File: src/hw/rtl/emv_pkg.sv
`timescale 1ns / 1ps
`default_nettype none
// ----------------------------------------------------------------------------
// emv_pkg
// Shared types and constants for the multi-turn encoder velocity block.
// ----------------------------------------------------------------------------
package emv_pkg;

	// fixed field widths
	localparam int TURN_W  = 32;
	localparam int POS_W   = 44;
	localparam int VEL_W   = 48;
	localparam int THR_W   = 12;
	localparam int RATE_W  = 26;
	localparam int MINDT_W = 24;
	localparam int GAIN_W  = 17;

	// configuration port
	localparam int CFG_IDX_W  = 2;
	localparam int CFG_DATA_W = 26;

	localparam logic [CFG_IDX_W-1:0] CFG_THRESHOLD = 2'd0;
	localparam logic [CFG_IDX_W-1:0] CFG_RATE      = 2'd1;
	localparam logic [CFG_IDX_W-1:0] CFG_MIN_DT    = 2'd2;
	localparam logic [CFG_IDX_W-1:0] CFG_GAIN      = 2'd3;

	localparam logic [THR_W-1:0]   THRESHOLD_RST = 12'd3276;
	localparam logic [RATE_W-1:0]  RATE_RST      = 26'd9000000;
	localparam logic [MINDT_W-1:0] MIN_DT_RST    = 24'd9;
	localparam logic [GAIN_W-1:0]  GAIN_RST      = 17'd13107;

	// unity filter gain in Q16
	localparam logic [GAIN_W-1:0] GAIN_ONE = 17'h10000;

	localparam logic signed [VEL_W-1:0] VEL_MAX = {1'b0, {(VEL_W-1){1'b1}}};
	localparam logic signed [VEL_W-1:0] VEL_MIN = {1'b1, {(VEL_W-1){1'b0}}};

	typedef enum logic [3:0] {
		ST_IDLE,
		ST_TURN,
		ST_DIFF,
		ST_MUL,
		ST_DIV,
		ST_FDEL,
		ST_FLO,
		ST_FHI,
		ST_FSUM,
		ST_FIN
	} emv_state_t;

	typedef struct packed {
		logic load;
		logic turn;
		logic diff;
		logic mul;
		logic div_step;
		logic fdel;
		logic flo;
		logic fhi;
		logic fsum;
		logic fin;
	} emv_cmd_t;

	typedef struct packed {
		logic div_last;
	} emv_sts_t;

endpackage
`default_nettype wire

File: src/hw/rtl/emv_if.sv
`timescale 1ns / 1ps
`default_nettype none
// ----------------------------------------------------------------------------
// emv_if
// Valid/ready channels for angle samples and for position/velocity results.
// ----------------------------------------------------------------------------
interface emv_in_if #(
	parameter int ANGLE_BITS = 12,
	parameter int TIMER_BITS = 24
);
	logic                  valid;
	logic                  ready;
	logic [ANGLE_BITS-1:0] raw_angle;
	logic [TIMER_BITS-1:0] timer_value;

	modport source (output valid, output raw_angle, output timer_value, input ready);
	modport sink   (input valid, input raw_angle, input timer_value, output ready);
endinterface

interface emv_out_if;
	import emv_pkg::*;

	logic                     valid;
	logic                     ready;
	logic signed [TURN_W-1:0] turn_count;
	logic signed [POS_W-1:0]  position;
	logic signed [VEL_W-1:0]  velocity_filtered;

	modport source (output valid, output turn_count, output position,
		output velocity_filtered, input ready);
	modport sink   (input valid, input turn_count, input position,
		input velocity_filtered, output ready);
endinterface
`default_nettype wire

File: src/hw/rtl/emv_ctrl.sv
`timescale 1ns / 1ps
`default_nettype none
// ----------------------------------------------------------------------------
// emv_ctrl
// Sequencer for one sample: unwrap, difference, multiply, divide, filter.
// ----------------------------------------------------------------------------
module emv_ctrl (
	input  wire logic              clk,
	input  wire logic              arst_n,
	input  wire logic              in_valid,
	output logic                   in_ready,
	output logic                   out_valid,
	input  wire logic              out_ready,
	input  wire emv_pkg::emv_sts_t sts,
	output emv_pkg::emv_cmd_t      cmd
);
	import emv_pkg::*;

	emv_state_t state_q;
	emv_state_t state_nxt;
	logic       out_valid_q;
	logic       out_free;

	assign out_free  = !out_valid_q || out_ready;
	assign out_valid = out_valid_q;

	always_comb begin
		state_nxt = state_q;
		case (state_q)
			ST_IDLE: if (in_valid) state_nxt = ST_TURN;
			ST_TURN: state_nxt = ST_DIFF;
			ST_DIFF: state_nxt = ST_MUL;
			ST_MUL:  state_nxt = ST_DIV;
			ST_DIV:  if (sts.div_last) state_nxt = ST_FDEL;
			ST_FDEL: state_nxt = ST_FLO;
			ST_FLO:  state_nxt = ST_FHI;
			ST_FHI:  state_nxt = ST_FSUM;
			ST_FSUM: state_nxt = ST_FIN;
			ST_FIN:  if (out_free) state_nxt = ST_IDLE;
			default: state_nxt = ST_IDLE;
		endcase
	end

	always_comb begin
		cmd          = '0;
		in_ready     = 1'b0;
		case (state_q)
			ST_IDLE: begin
				in_ready = 1'b1;
				cmd.load = in_valid;
			end
			ST_TURN: cmd.turn     = 1'b1;
			ST_DIFF: cmd.diff     = 1'b1;
			ST_MUL:  cmd.mul      = 1'b1;
			ST_DIV:  cmd.div_step = 1'b1;
			ST_FDEL: cmd.fdel     = 1'b1;
			ST_FLO:  cmd.flo      = 1'b1;
			ST_FHI:  cmd.fhi      = 1'b1;
			ST_FSUM: cmd.fsum     = 1'b1;
			ST_FIN:  cmd.fin      = out_free;
			default: cmd          = '0;
		endcase
	end

	always_ff @(posedge clk or negedge arst_n) begin
		if (!arst_n) begin
			state_q     <= ST_IDLE;
			out_valid_q <= 1'b0;
		end else begin
			state_q <= state_nxt;
			// a new result wins over the transfer of the old one
			if (cmd.fin) begin
				out_valid_q <= 1'b1;
			end else if (out_ready) begin
				out_valid_q <= 1'b0;
			end
		end
	end

endmodule
`default_nettype wire

File: src/hw/rtl/emv_dp.sv
`timescale 1ns / 1ps
`default_nettype none
// ----------------------------------------------------------------------------
// emv_dp
// Turn counter, position difference, restoring divider and low-pass filter.
// ----------------------------------------------------------------------------
module emv_dp #(
	parameter int ANGLE_BITS = 12,
	parameter int TIMER_BITS = 24
) (
	input  wire logic                              clk,
	input  wire logic                              arst_n,
	input  wire emv_pkg::emv_cmd_t                 cmd,
	output emv_pkg::emv_sts_t                      sts,
	input  wire logic [ANGLE_BITS-1:0]             raw_angle,
	input  wire logic [TIMER_BITS-1:0]             timer_value,
	input  wire logic [emv_pkg::THR_W-1:0]         cfg_threshold,
	input  wire logic [emv_pkg::RATE_W-1:0]        cfg_rate,
	input  wire logic [emv_pkg::MINDT_W-1:0]       cfg_min_dt,
	input  wire logic [emv_pkg::GAIN_W-1:0]        cfg_gain,
	output logic signed [emv_pkg::TURN_W-1:0]      turn_count,
	output logic signed [emv_pkg::POS_W-1:0]       position,
	output logic signed [emv_pkg::VEL_W-1:0]       velocity_filtered
);
	import emv_pkg::*;

	localparam int CMP_W  = (ANGLE_BITS > THR_W) ? ANGLE_BITS : THR_W;
	localparam int PF_W   = TURN_W + ANGLE_BITS;
	localparam int D_W    = POS_W + 1;
	localparam int DT_W   = (TIMER_BITS + 1 > MINDT_W) ? TIMER_BITS + 1 : MINDT_W;
	localparam int PROD_W = ANGLE_BITS + RATE_W;
	localparam int NUM_W  = PROD_W + 8;
	localparam int R_W    = NUM_W + 1;
	localparam int DL_W   = ((R_W > VEL_W) ? R_W : VEL_W) + 1;
	localparam int LO_W   = 24;
	localparam int HI_W   = DL_W - LO_W;
	localparam int PLO_W  = GAIN_W + LO_W;
	localparam int PHI_W  = GAIN_W + 1 + HI_W;
	localparam int S_W    = DL_W + GAIN_W + 2;
	localparam int CNT_W  = $clog2(NUM_W);

	localparam logic signed [D_W-1:0]      HALF_D  = D_W'(64'd1 << (ANGLE_BITS - 1));
	localparam logic signed [D_W-1:0]      NHALF_D = -HALF_D;
	localparam logic [ANGLE_BITS-1:0]      HALF_M  = ANGLE_BITS'(64'd1 << (ANGLE_BITS - 1));
	localparam logic [TIMER_BITS-1:0]      TMASK   = {TIMER_BITS{1'b1}};
	localparam logic [CNT_W-1:0]           CNT_LAST = CNT_W'(NUM_W - 1);
	localparam logic signed [S_W-1:0]      ROUND_S = S_W'(64'sd32768);
	localparam logic signed [S_W-1:0]      VMAX_S  = S_W'(VEL_MAX);
	localparam logic signed [S_W-1:0]      VMIN_S  = S_W'(VEL_MIN);

	// model state
	logic [ANGLE_BITS-1:0]      last_raw_q;
	logic signed [TURN_W-1:0]   turns_q;
	logic [TIMER_BITS-1:0]      last_timer_q;
	logic signed [POS_W-1:0]    last_pos_q;
	logic signed [VEL_W-1:0]    vel_q;

	// per-sample working registers
	logic [ANGLE_BITS-1:0]      raw_q;
	logic [TIMER_BITS-1:0]      tim_q;
	logic signed [POS_W-1:0]    pos_q;
	logic [ANGLE_BITS-1:0]      mag_q;
	logic                       neg_q;
	logic [DT_W-1:0]            dt_q;
	logic [NUM_W-1:0]           num_q;
	logic [DT_W-1:0]            rem_q;
	logic [CNT_W-1:0]           cnt_q;
	logic signed [DL_W-1:0]     delta_q;
	logic [PLO_W-1:0]           plo_q;
	logic signed [PHI_W-1:0]    phi_q;
	logic signed [S_W-1:0]      acc_q;
	logic signed [VEL_W-1:0]    vnew_q;

	// turn stage
	logic signed [ANGLE_BITS:0] jump;
	logic [ANGLE_BITS:0]        njump;
	logic [ANGLE_BITS-1:0]      ajump;
	logic                       big_jump;
	logic signed [TURN_W-1:0]   turns_nxt;

	assign jump     = $signed({1'b0, raw_q}) - $signed({1'b0, last_raw_q});
	assign njump    = -jump;
	assign ajump    = jump[ANGLE_BITS] ? njump[ANGLE_BITS-1:0] : jump[ANGLE_BITS-1:0];
	assign big_jump = CMP_W'(ajump) > CMP_W'(cfg_threshold);

	always_comb begin
		turns_nxt = turns_q;
		if (big_jump) begin
			// positive jump means the angle wrapped backwards
			turns_nxt = jump[ANGLE_BITS] ? turns_q + 32'sd1 : turns_q - 32'sd1;
		end
	end

	// difference stage
	logic signed [PF_W-1:0]       pf;
	logic signed [POS_W-1:0]      pos_c;
	logic signed [D_W-1:0]        d;
	logic [ANGLE_BITS-1:0]        m;
	logic signed [ANGLE_BITS:0]   dw;
	logic [ANGLE_BITS:0]          ndw;
	logic [ANGLE_BITS-1:0]        mag_c;
	logic [TIMER_BITS:0]          dt_raw;
	logic [DT_W-1:0]              dt_ext;
	logic [DT_W-1:0]              mindt_eff;
	logic [DT_W-1:0]              dt_c;

	assign pf    = {turns_q, raw_q};
	assign pos_c = POS_W'(pf);
	assign d     = D_W'(pos_c) - D_W'(last_pos_q);
	assign m     = d[ANGLE_BITS-1:0];

	always_comb begin
		// wrap to a half turn; exactly plus or minus a half turn is kept
		if (d > HALF_D) begin
			dw = (m > HALF_M) ? {1'b1, m} : {1'b0, m};
		end else if (d < NHALF_D) begin
			dw = (m >= HALF_M) ? {1'b1, m} : {1'b0, m};
		end else begin
			dw = d[ANGLE_BITS:0];
		end
	end

	assign ndw   = -dw;
	assign mag_c = dw[ANGLE_BITS] ? ndw[ANGLE_BITS-1:0] : dw[ANGLE_BITS-1:0];

	// down-counter: equal values count as a wrap, giving TMASK
	assign dt_raw = (tim_q < last_timer_q) ? {1'b0, last_timer_q - tim_q}
		: {1'b0, TMASK - tim_q} + {1'b0, last_timer_q};
	assign dt_ext    = DT_W'(dt_raw);
	assign mindt_eff = (cfg_min_dt == '0) ? DT_W'(1) : DT_W'(cfg_min_dt);
	assign dt_c      = (dt_ext < mindt_eff) ? mindt_eff : dt_ext;

	// divider step
	logic [DT_W:0]  rem_sh;
	logic [DT_W:0]  rem_sub;
	logic           q_bit;

	assign rem_sh  = {rem_q, num_q[NUM_W-1]};
	assign rem_sub = rem_sh - {1'b0, dt_q};
	assign q_bit   = rem_sh >= {1'b0, dt_q};
	assign sts.div_last = (cnt_q == CNT_LAST);

	// filter
	logic signed [R_W-1:0]   r_c;
	logic [GAIN_W-1:0]       g_c;
	logic signed [S_W-1:0]   sum_c;
	logic signed [S_W-1:0]   vv_c;
	logic signed [VEL_W-1:0] vsat_c;

	assign r_c  = neg_q ? -$signed({1'b0, num_q}) : $signed({1'b0, num_q});
	assign g_c  = (cfg_gain > GAIN_ONE) ? GAIN_ONE : cfg_gain;
	assign sum_c = acc_q + (S_W'(phi_q) <<< LO_W);
	assign vv_c  = sum_c >>> 16;

	always_comb begin
		if (vv_c > VMAX_S) begin
			vsat_c = VEL_MAX;
		end else if (vv_c < VMIN_S) begin
			vsat_c = VEL_MIN;
		end else begin
			vsat_c = vv_c[VEL_W-1:0];
		end
	end

	always_ff @(posedge clk or negedge arst_n) begin
		if (!arst_n) begin
			last_raw_q   <= '0;
			turns_q      <= '0;
			last_timer_q <= '0;
			last_pos_q   <= '0;
			vel_q        <= '0;
		end else begin
			if (cmd.turn) begin
				turns_q    <= turns_nxt;
				last_raw_q <= raw_q;
			end
			if (cmd.diff) begin
				last_pos_q   <= pos_c;
				last_timer_q <= tim_q;
			end
			if (cmd.fin) begin
				vel_q <= vnew_q;
			end
		end
	end

	always_ff @(posedge clk) begin
		if (cmd.load) begin
			raw_q <= raw_angle;
			tim_q <= timer_value;
		end
		if (cmd.diff) begin
			pos_q <= pos_c;
			mag_q <= mag_c;
			neg_q <= dw[ANGLE_BITS];
			dt_q  <= dt_c;
		end
		if (cmd.mul) begin
			num_q <= {PROD_W'(mag_q) * PROD_W'(cfg_rate), 8'd0};
			rem_q <= '0;
			cnt_q <= '0;
		end
		if (cmd.div_step) begin
			// one quotient bit per cycle, shifted in behind the dividend
			rem_q <= q_bit ? rem_sub[DT_W-1:0] : rem_sh[DT_W-1:0];
			num_q <= {num_q[NUM_W-2:0], q_bit};
			cnt_q <= cnt_q + CNT_W'(1);
		end
		if (cmd.fdel) begin
			delta_q <= DL_W'(r_c) - DL_W'(vel_q);
			acc_q   <= (S_W'(vel_q) <<< 16) + ROUND_S;
		end
		if (cmd.flo) begin
			plo_q <= PLO_W'(g_c) * PLO_W'(delta_q[LO_W-1:0]);
		end
		if (cmd.fhi) begin
			phi_q <= PHI_W'($signed({1'b0, g_c})) * PHI_W'($signed(delta_q[DL_W-1:LO_W]));
			acc_q <= acc_q + $signed(S_W'(plo_q));
		end
		if (cmd.fsum) begin
			vnew_q <= vsat_c;
		end
		if (cmd.fin) begin
			turn_count        <= turns_q;
			position          <= pos_q;
			velocity_filtered <= vnew_q;
		end
	end

endmodule
`default_nettype wire

File: src/hw/rtl/encoder_multiturn_velocity.sv
`timescale 1ns / 1ps
`default_nettype none
// ----------------------------------------------------------------------------
// encoder_multiturn_velocity
// Multi-turn unwrap and filtered velocity estimate for an absolute encoder.
// ----------------------------------------------------------------------------
// One sample at a time: a sample is taken when the block is idle and its
// result is loaded into the output register after the turn, difference,
// multiply, divide and filter steps; the block then returns to idle to take
// the next sample. The restoring divider, which retires one quotient bit per
// cycle over the ANGLE_BITS + 34 bit dividend, is the longest step. A new
// sample may be taken while the previous result still waits in the output
// register; a result that is not taken holds the sequencer in its last step.
module encoder_multiturn_velocity #(
	parameter int ANGLE_BITS = 12,
	parameter int TIMER_BITS = 24
) (
	input  wire logic                         clk,
	input  wire logic                         arst_n,
	input  wire logic                         cfg_we,
	input  wire logic [emv_pkg::CFG_IDX_W-1:0]  cfg_index,
	input  wire logic [emv_pkg::CFG_DATA_W-1:0] cfg_wdata,
	emv_in_if.sink                            sample,
	emv_out_if.source                         result
);
	import emv_pkg::*;

	logic [THR_W-1:0]   threshold_q;
	logic [RATE_W-1:0]  rate_q;
	logic [MINDT_W-1:0] min_dt_q;
	logic [GAIN_W-1:0]  gain_q;

	emv_cmd_t cmd;
	emv_sts_t sts;

	always_ff @(posedge clk or negedge arst_n) begin
		if (!arst_n) begin
			threshold_q <= THRESHOLD_RST;
			rate_q      <= RATE_RST;
			min_dt_q    <= MIN_DT_RST;
			gain_q      <= GAIN_RST;
		end else if (cfg_we) begin
			case (cfg_index)
				CFG_THRESHOLD: threshold_q <= cfg_wdata[THR_W-1:0];
				CFG_RATE:      rate_q      <= cfg_wdata[RATE_W-1:0];
				CFG_MIN_DT:    min_dt_q    <= cfg_wdata[MINDT_W-1:0];
				CFG_GAIN:      gain_q      <= cfg_wdata[GAIN_W-1:0];
				default:       threshold_q <= threshold_q;
			endcase
		end
	end

	emv_ctrl u_ctrl (
		.clk       (clk),
		.arst_n    (arst_n),
		.in_valid  (sample.valid),
		.in_ready  (sample.ready),
		.out_valid (result.valid),
		.out_ready (result.ready),
		.sts       (sts),
		.cmd       (cmd)
	);

	emv_dp #(
		.ANGLE_BITS (ANGLE_BITS),
		.TIMER_BITS (TIMER_BITS)
	) u_dp (
		.clk               (clk),
		.arst_n            (arst_n),
		.cmd               (cmd),
		.sts               (sts),
		.raw_angle         (sample.raw_angle),
		.timer_value       (sample.timer_value),
		.cfg_threshold     (threshold_q),
		.cfg_rate          (rate_q),
		.cfg_min_dt        (min_dt_q),
		.cfg_gain          (gain_q),
		.turn_count        (result.turn_count),
		.position          (result.position),
		.velocity_filtered (result.velocity_filtered)
	);

endmodule
`default_nettype wire

File: src/flat_wrapper.sv
// flat-port wrapper written by rule: the top's interface ports become plain ports
module encoder_multiturn_velocity_flat import emv_pkg::*;
#(
	parameter int ANGLE_BITS = 12,
	parameter int TIMER_BITS = 24
)
  (clk, arst_n, cfg_we, cfg_index, cfg_wdata, sample_valid, sample_raw_angle, sample_timer_value, sample_ready, result_valid, result_turn_count, result_position, result_velocity_filtered, result_ready);
  emv_in_if #(.ANGLE_BITS(ANGLE_BITS), .TIMER_BITS(TIMER_BITS)) sample_i ();
  emv_out_if result_i ();
  input  wire logic clk;
  input  wire logic arst_n;
  input  wire logic cfg_we;
  input  wire logic [emv_pkg::CFG_IDX_W-1:0] cfg_index;
  input  wire logic [emv_pkg::CFG_DATA_W-1:0] cfg_wdata;
  input wire logic [$bits(sample_i.valid)-1:0] sample_valid;
  input wire logic [$bits(sample_i.raw_angle)-1:0] sample_raw_angle;
  input wire logic [$bits(sample_i.timer_value)-1:0] sample_timer_value;
  output wire logic [$bits(sample_i.ready)-1:0] sample_ready;
  output wire logic [$bits(result_i.valid)-1:0] result_valid;
  output wire logic [$bits(result_i.turn_count)-1:0] result_turn_count;
  output wire logic [$bits(result_i.position)-1:0] result_position;
  output wire logic [$bits(result_i.velocity_filtered)-1:0] result_velocity_filtered;
  input wire logic [$bits(result_i.ready)-1:0] result_ready;
  assign sample_i.valid = sample_valid;
  assign sample_i.raw_angle = sample_raw_angle;
  assign sample_i.timer_value = sample_timer_value;
  assign sample_ready = sample_i.ready;
  assign result_valid = result_i.valid;
  assign result_turn_count = result_i.turn_count;
  assign result_position = result_i.position;
  assign result_velocity_filtered = result_i.velocity_filtered;
  assign result_i.ready = result_ready;
  encoder_multiturn_velocity #(.ANGLE_BITS(ANGLE_BITS), .TIMER_BITS(TIMER_BITS)) u_core (.clk(clk), .arst_n(arst_n), .cfg_we(cfg_we), .cfg_index(cfg_index), .cfg_wdata(cfg_wdata), .sample(sample_i), .result(result_i));
endmodule
File: config.mk
export PLATFORM = sky130hd
export DESIGN_NAME = encoder_multiturn_velocity_flat
export DESIGN_NICKNAME = d
export VERILOG_FILES = /design/src/hw/rtl/emv_pkg.sv /design/src/hw/rtl/emv_if.sv /design/src/hw/rtl/emv_ctrl.sv /design/src/hw/rtl/emv_dp.sv /design/src/hw/rtl/encoder_multiturn_velocity.sv /design/src/flat_wrapper.sv
export SDC_FILE = /design/constraint.sdc
export NUM_CORES = 2
export LEC_CHECK = 0
export BUFFER_PORTS_ARGS = -buffer_cell sky130_fd_sc_hd__clkbuf_2
export CORE_MARGIN = 2
export CORE_UTILIZATION = 38
export CTS_CLUSTER_DIAMETER = 50
export DETAILED_ROUTE_END_ITERATION = 10
export SLEW_MARGIN = 0
export SYNTH_ARGS = -nofsm -noshare
export SYNTH_HDL_FRONTEND = slang
export SYNTH_SLANG_ARGS = --single-unit
File: constraint.sdc
create_clock -name clk -period 8.5 [get_ports clk]
set_clock_uncertainty 0.15 [all_clocks]
set_input_delay 1.7 -clock clk [delete_from_list [all_inputs] [get_ports clk]]
set_output_delay 1.7 -clock clk [all_outputs]
set_load 0.005 [all_outputs]
==> results.yml <==
global_routing:
  globalRouteOverflowTotal: 0
  grt_max_degree: 132
  grt_use_total: 0.207
  grt_pass1_vias: 63500
  antenna_found_initial: 10
  grt_pass1_wl_mm: 361
cells_and_area:
  area_delta_synth_final_pct: 10.3
  fin_nets: 10300
  n_fill_cell: 20600
  drive_gt1_frac: 0.0811
critical_path:
  worstSetupEndpoint: "u_core.u_dp.plo_q[39]"
  crit_arrival_ps: 8430
  cp.required_ps: 8860
  setup.worst_path.class: "reg -> reg"
  crit_top_cell: "fa_1"
  max_stage_delay_ps: 540
  r2r_cells: 27
  crit_start: "u_core.gain_q[14]"
  reg2reg_slack_ps: 420
  crit_slowest_cell: "fa_1"
  crit_path_end_kind: "flop"
  reg2reg_from: "u_core.gain_q[14]"
  setup.worst_path.start_class: "flop"
  r2r-end: "u_core.u_dp.plo_q[39]"
  path_max_fanout: 17
synthesis:
  ys_seq_area_frac: 0.281
  synth_commonest_cells: "inv_1 (1350), nand2_1 (1155), fa_1 (994)"
  synth_top_area_frac: 0.241
  synth_cell_types: 92
  synthTopCellsByArea: "fa_1 (24%), edfxtp_1 (21%), ha_1 (9.2%), dfrtp_1 (6.7%), inv_1 (6.1%)"
  postSynthCellCount: 8499
  synthFlopType: "edfxtp_1"
  synth_top_area_cell: "fa_1"
  ys_warn_count: 0
  syn_avg_cell_area_um2: 9.70
  syn_nets: 10200
  syn-cell-area_mm2: 0.0824
  synth-async-reset-ratio: 0.300
  synth.most_common_cell: "inv_1"
  synth_seq_cells: 812
  synth-edff-count: 568
detailed_routing:
  vias: 60200
  wl_mm: 226
  drtIter0Drc: 3922
  viasPerCell: 5.23
  drt_pre_antenna_iters: 5
  wl_per_cell_um: 19.6
  antenna_left: 0
  drc_errors: 0
cts:
  cts_max_path_buffers: 3
  root_buffer: "clkbuf_16"
  tritoncts: "yes"
  clock-sinks: 812
  htreeDepth: 3
  path_clk_slew_ps: 70
  numCtsBuffers: 106
  clk_latency_ps: 790
run:
  maxCapViolCount: 0
sta:
  relSlewSlack: 0.212
  max_freq_mhz: 124
  rsz0062_at_grt: "no"
  timing.final.crit_period_ps: 8080
  setup_violations: 0
  min_period_over_period: 0.950
  hold_violations: 0
  tightestPinTransition_ps: 1180
  setup_tns_ps: 0
  report.final.slew_viol_count: 0
die:
  core_area_mm2: 0.215
  start_util: 0.383
  io_pins: 195
  fp.dieW_um: 470
  std_cell_rows: 170
  die_y_um: 470
  dieArea_mm2: 0.221
placement:
  port_buffers: 194
  post-dp-hpwl_mm: 179
  place_congestion: 0.919
worst_hold_path:
  min_from: "u_core.u_dp.pos_q[18]"
  min_path_type: "reg -> reg"
outcome:
  status: "finished clean"
==> final cells by class <==
type                    count  area, um2  share of cell area
multi-input cells        5994      53100               0.585
flip-flops and latches    812      23200               0.255
inverters                1350       5070              0.0558
well taps                2838       3550              0.0391
clock buffers             127       2770              0.0305
repair buffers            332       2150              0.0237
clock inverters            74        997              0.0110
diodes                      1       2.50           0.0000275
==> cells by family after synthesis <==
logic type               Yosys count  synth area share
AO/OA/AOI/OAI                   1397             0.105
adder cells (fa/ha/maj)         1597             0.333
buffers and inverters           1693            0.0771
AND/OR/NAND/NOR                 2466             0.143
flip-flops                       812             0.281
XOR/XNOR                         405            0.0430
multiplexers                     129            0.0175
==> sequential cells by signal, indices dropped and copies added (netlist names), 43 cells and up <==
name                           count
u_core.u_dp.acc_q                 68
u_core.u_dp.delta_q               49
u_core.u_dp.vel_q                 48
u_core.u_dp.velocity_filtered     48
u_core.u_dp.vnew_q                48
u_core.u_dp.num_q                 46
u_core.u_dp.last_pos_q            44
u_core.u_dp.pos_q                 44
u_core.u_dp.position              44
u_core.u_dp.phi_q                 43
==> worst max-delay path: cells and delay by family (launching register included) <==
family,cells,cell delay (ps)
compound gates,5,990
xor+xnor,1,110
fa+ha+maj,7,3380
buf+inv,5,690
flops,1,410
simple gates,9,2060
==> per-stage QoR <==
stage | instance area [um2] | instances | worst slack (ps) | hold WS (ps) | utilization
after floorplan | 82400 | 8499 | 743 | 250 | -
after CTS | 90700 | 11500 | 78.8 | 269 | 0.422
after detailed placement | 86900 | 11300 | 148 | 255 | 0.404
after global routing | 90900 | 11500 | 7.01 | 276 | 0.423
final | 90900 | 11500 | 423 | 265 | 0.423
after global placement | 86900 | 11300 | 303 | 252 | 0.404
==> cells in the final DEF, fill, tap and decap left out, types with 49 or more instances in the layout <==
master and instances:
nor2b_1 49, edfxtp_1 568, nand2_1 1154, ha_1 603, nor2_1 297, clkbuf_16 106, o21ai_0 330, nor3_1 69
inv_1 1348, nand2b_1 68, clkbuf_2 193, and2_1 459, o21ai_1 114, buf_4 125, xnor2_1 288, nand3_1 80
fa_1 994, nand4_1 55, mux2_2 99, dfrtp_1 220, a21o_1 203, o21a_1 60, a21oi_1 355, xor2_1 117
==> how the worst min path moves through the flow <==
stage,end,slack (ps),depth (start not counted)
2_1_floorplan,u_core.u_dp.position[0],250,0
3_3_place_gp,u_core.u_dp.position[31],250,0
3_5_place_dp,u_core.u_dp.position[19],260,0
4_1_cts,u_core.u_dp.position[9],270,0
5_1_grt,u_core.u_dp.position[7],280,0
6_report,u_core.u_dp.position[18],260,0
==> metal layers <==
metal	routed length, um	vias to the layer above	track usage
met4	6670	2	0.0585
met1	100000	30300	0.277
li1	-	27900	-
met5	13	-	0
met3	12900	342	0.0321
met2	107000	1632	0.347
==> timing repair <==
| item | 4_1_cts | 5_1_grt |
|---|---|---|
| hold buffers | 0 | 0 |
| setup endpoints to repair | 0 | 4 |
| gates resized for setup | 0 | 13 |
| buffers inserted | 0 | 16 |
Power is left out: the tool's default activity adds up to more than one toggle a clock period on the data nets, which glitch-free logic cannot reach.
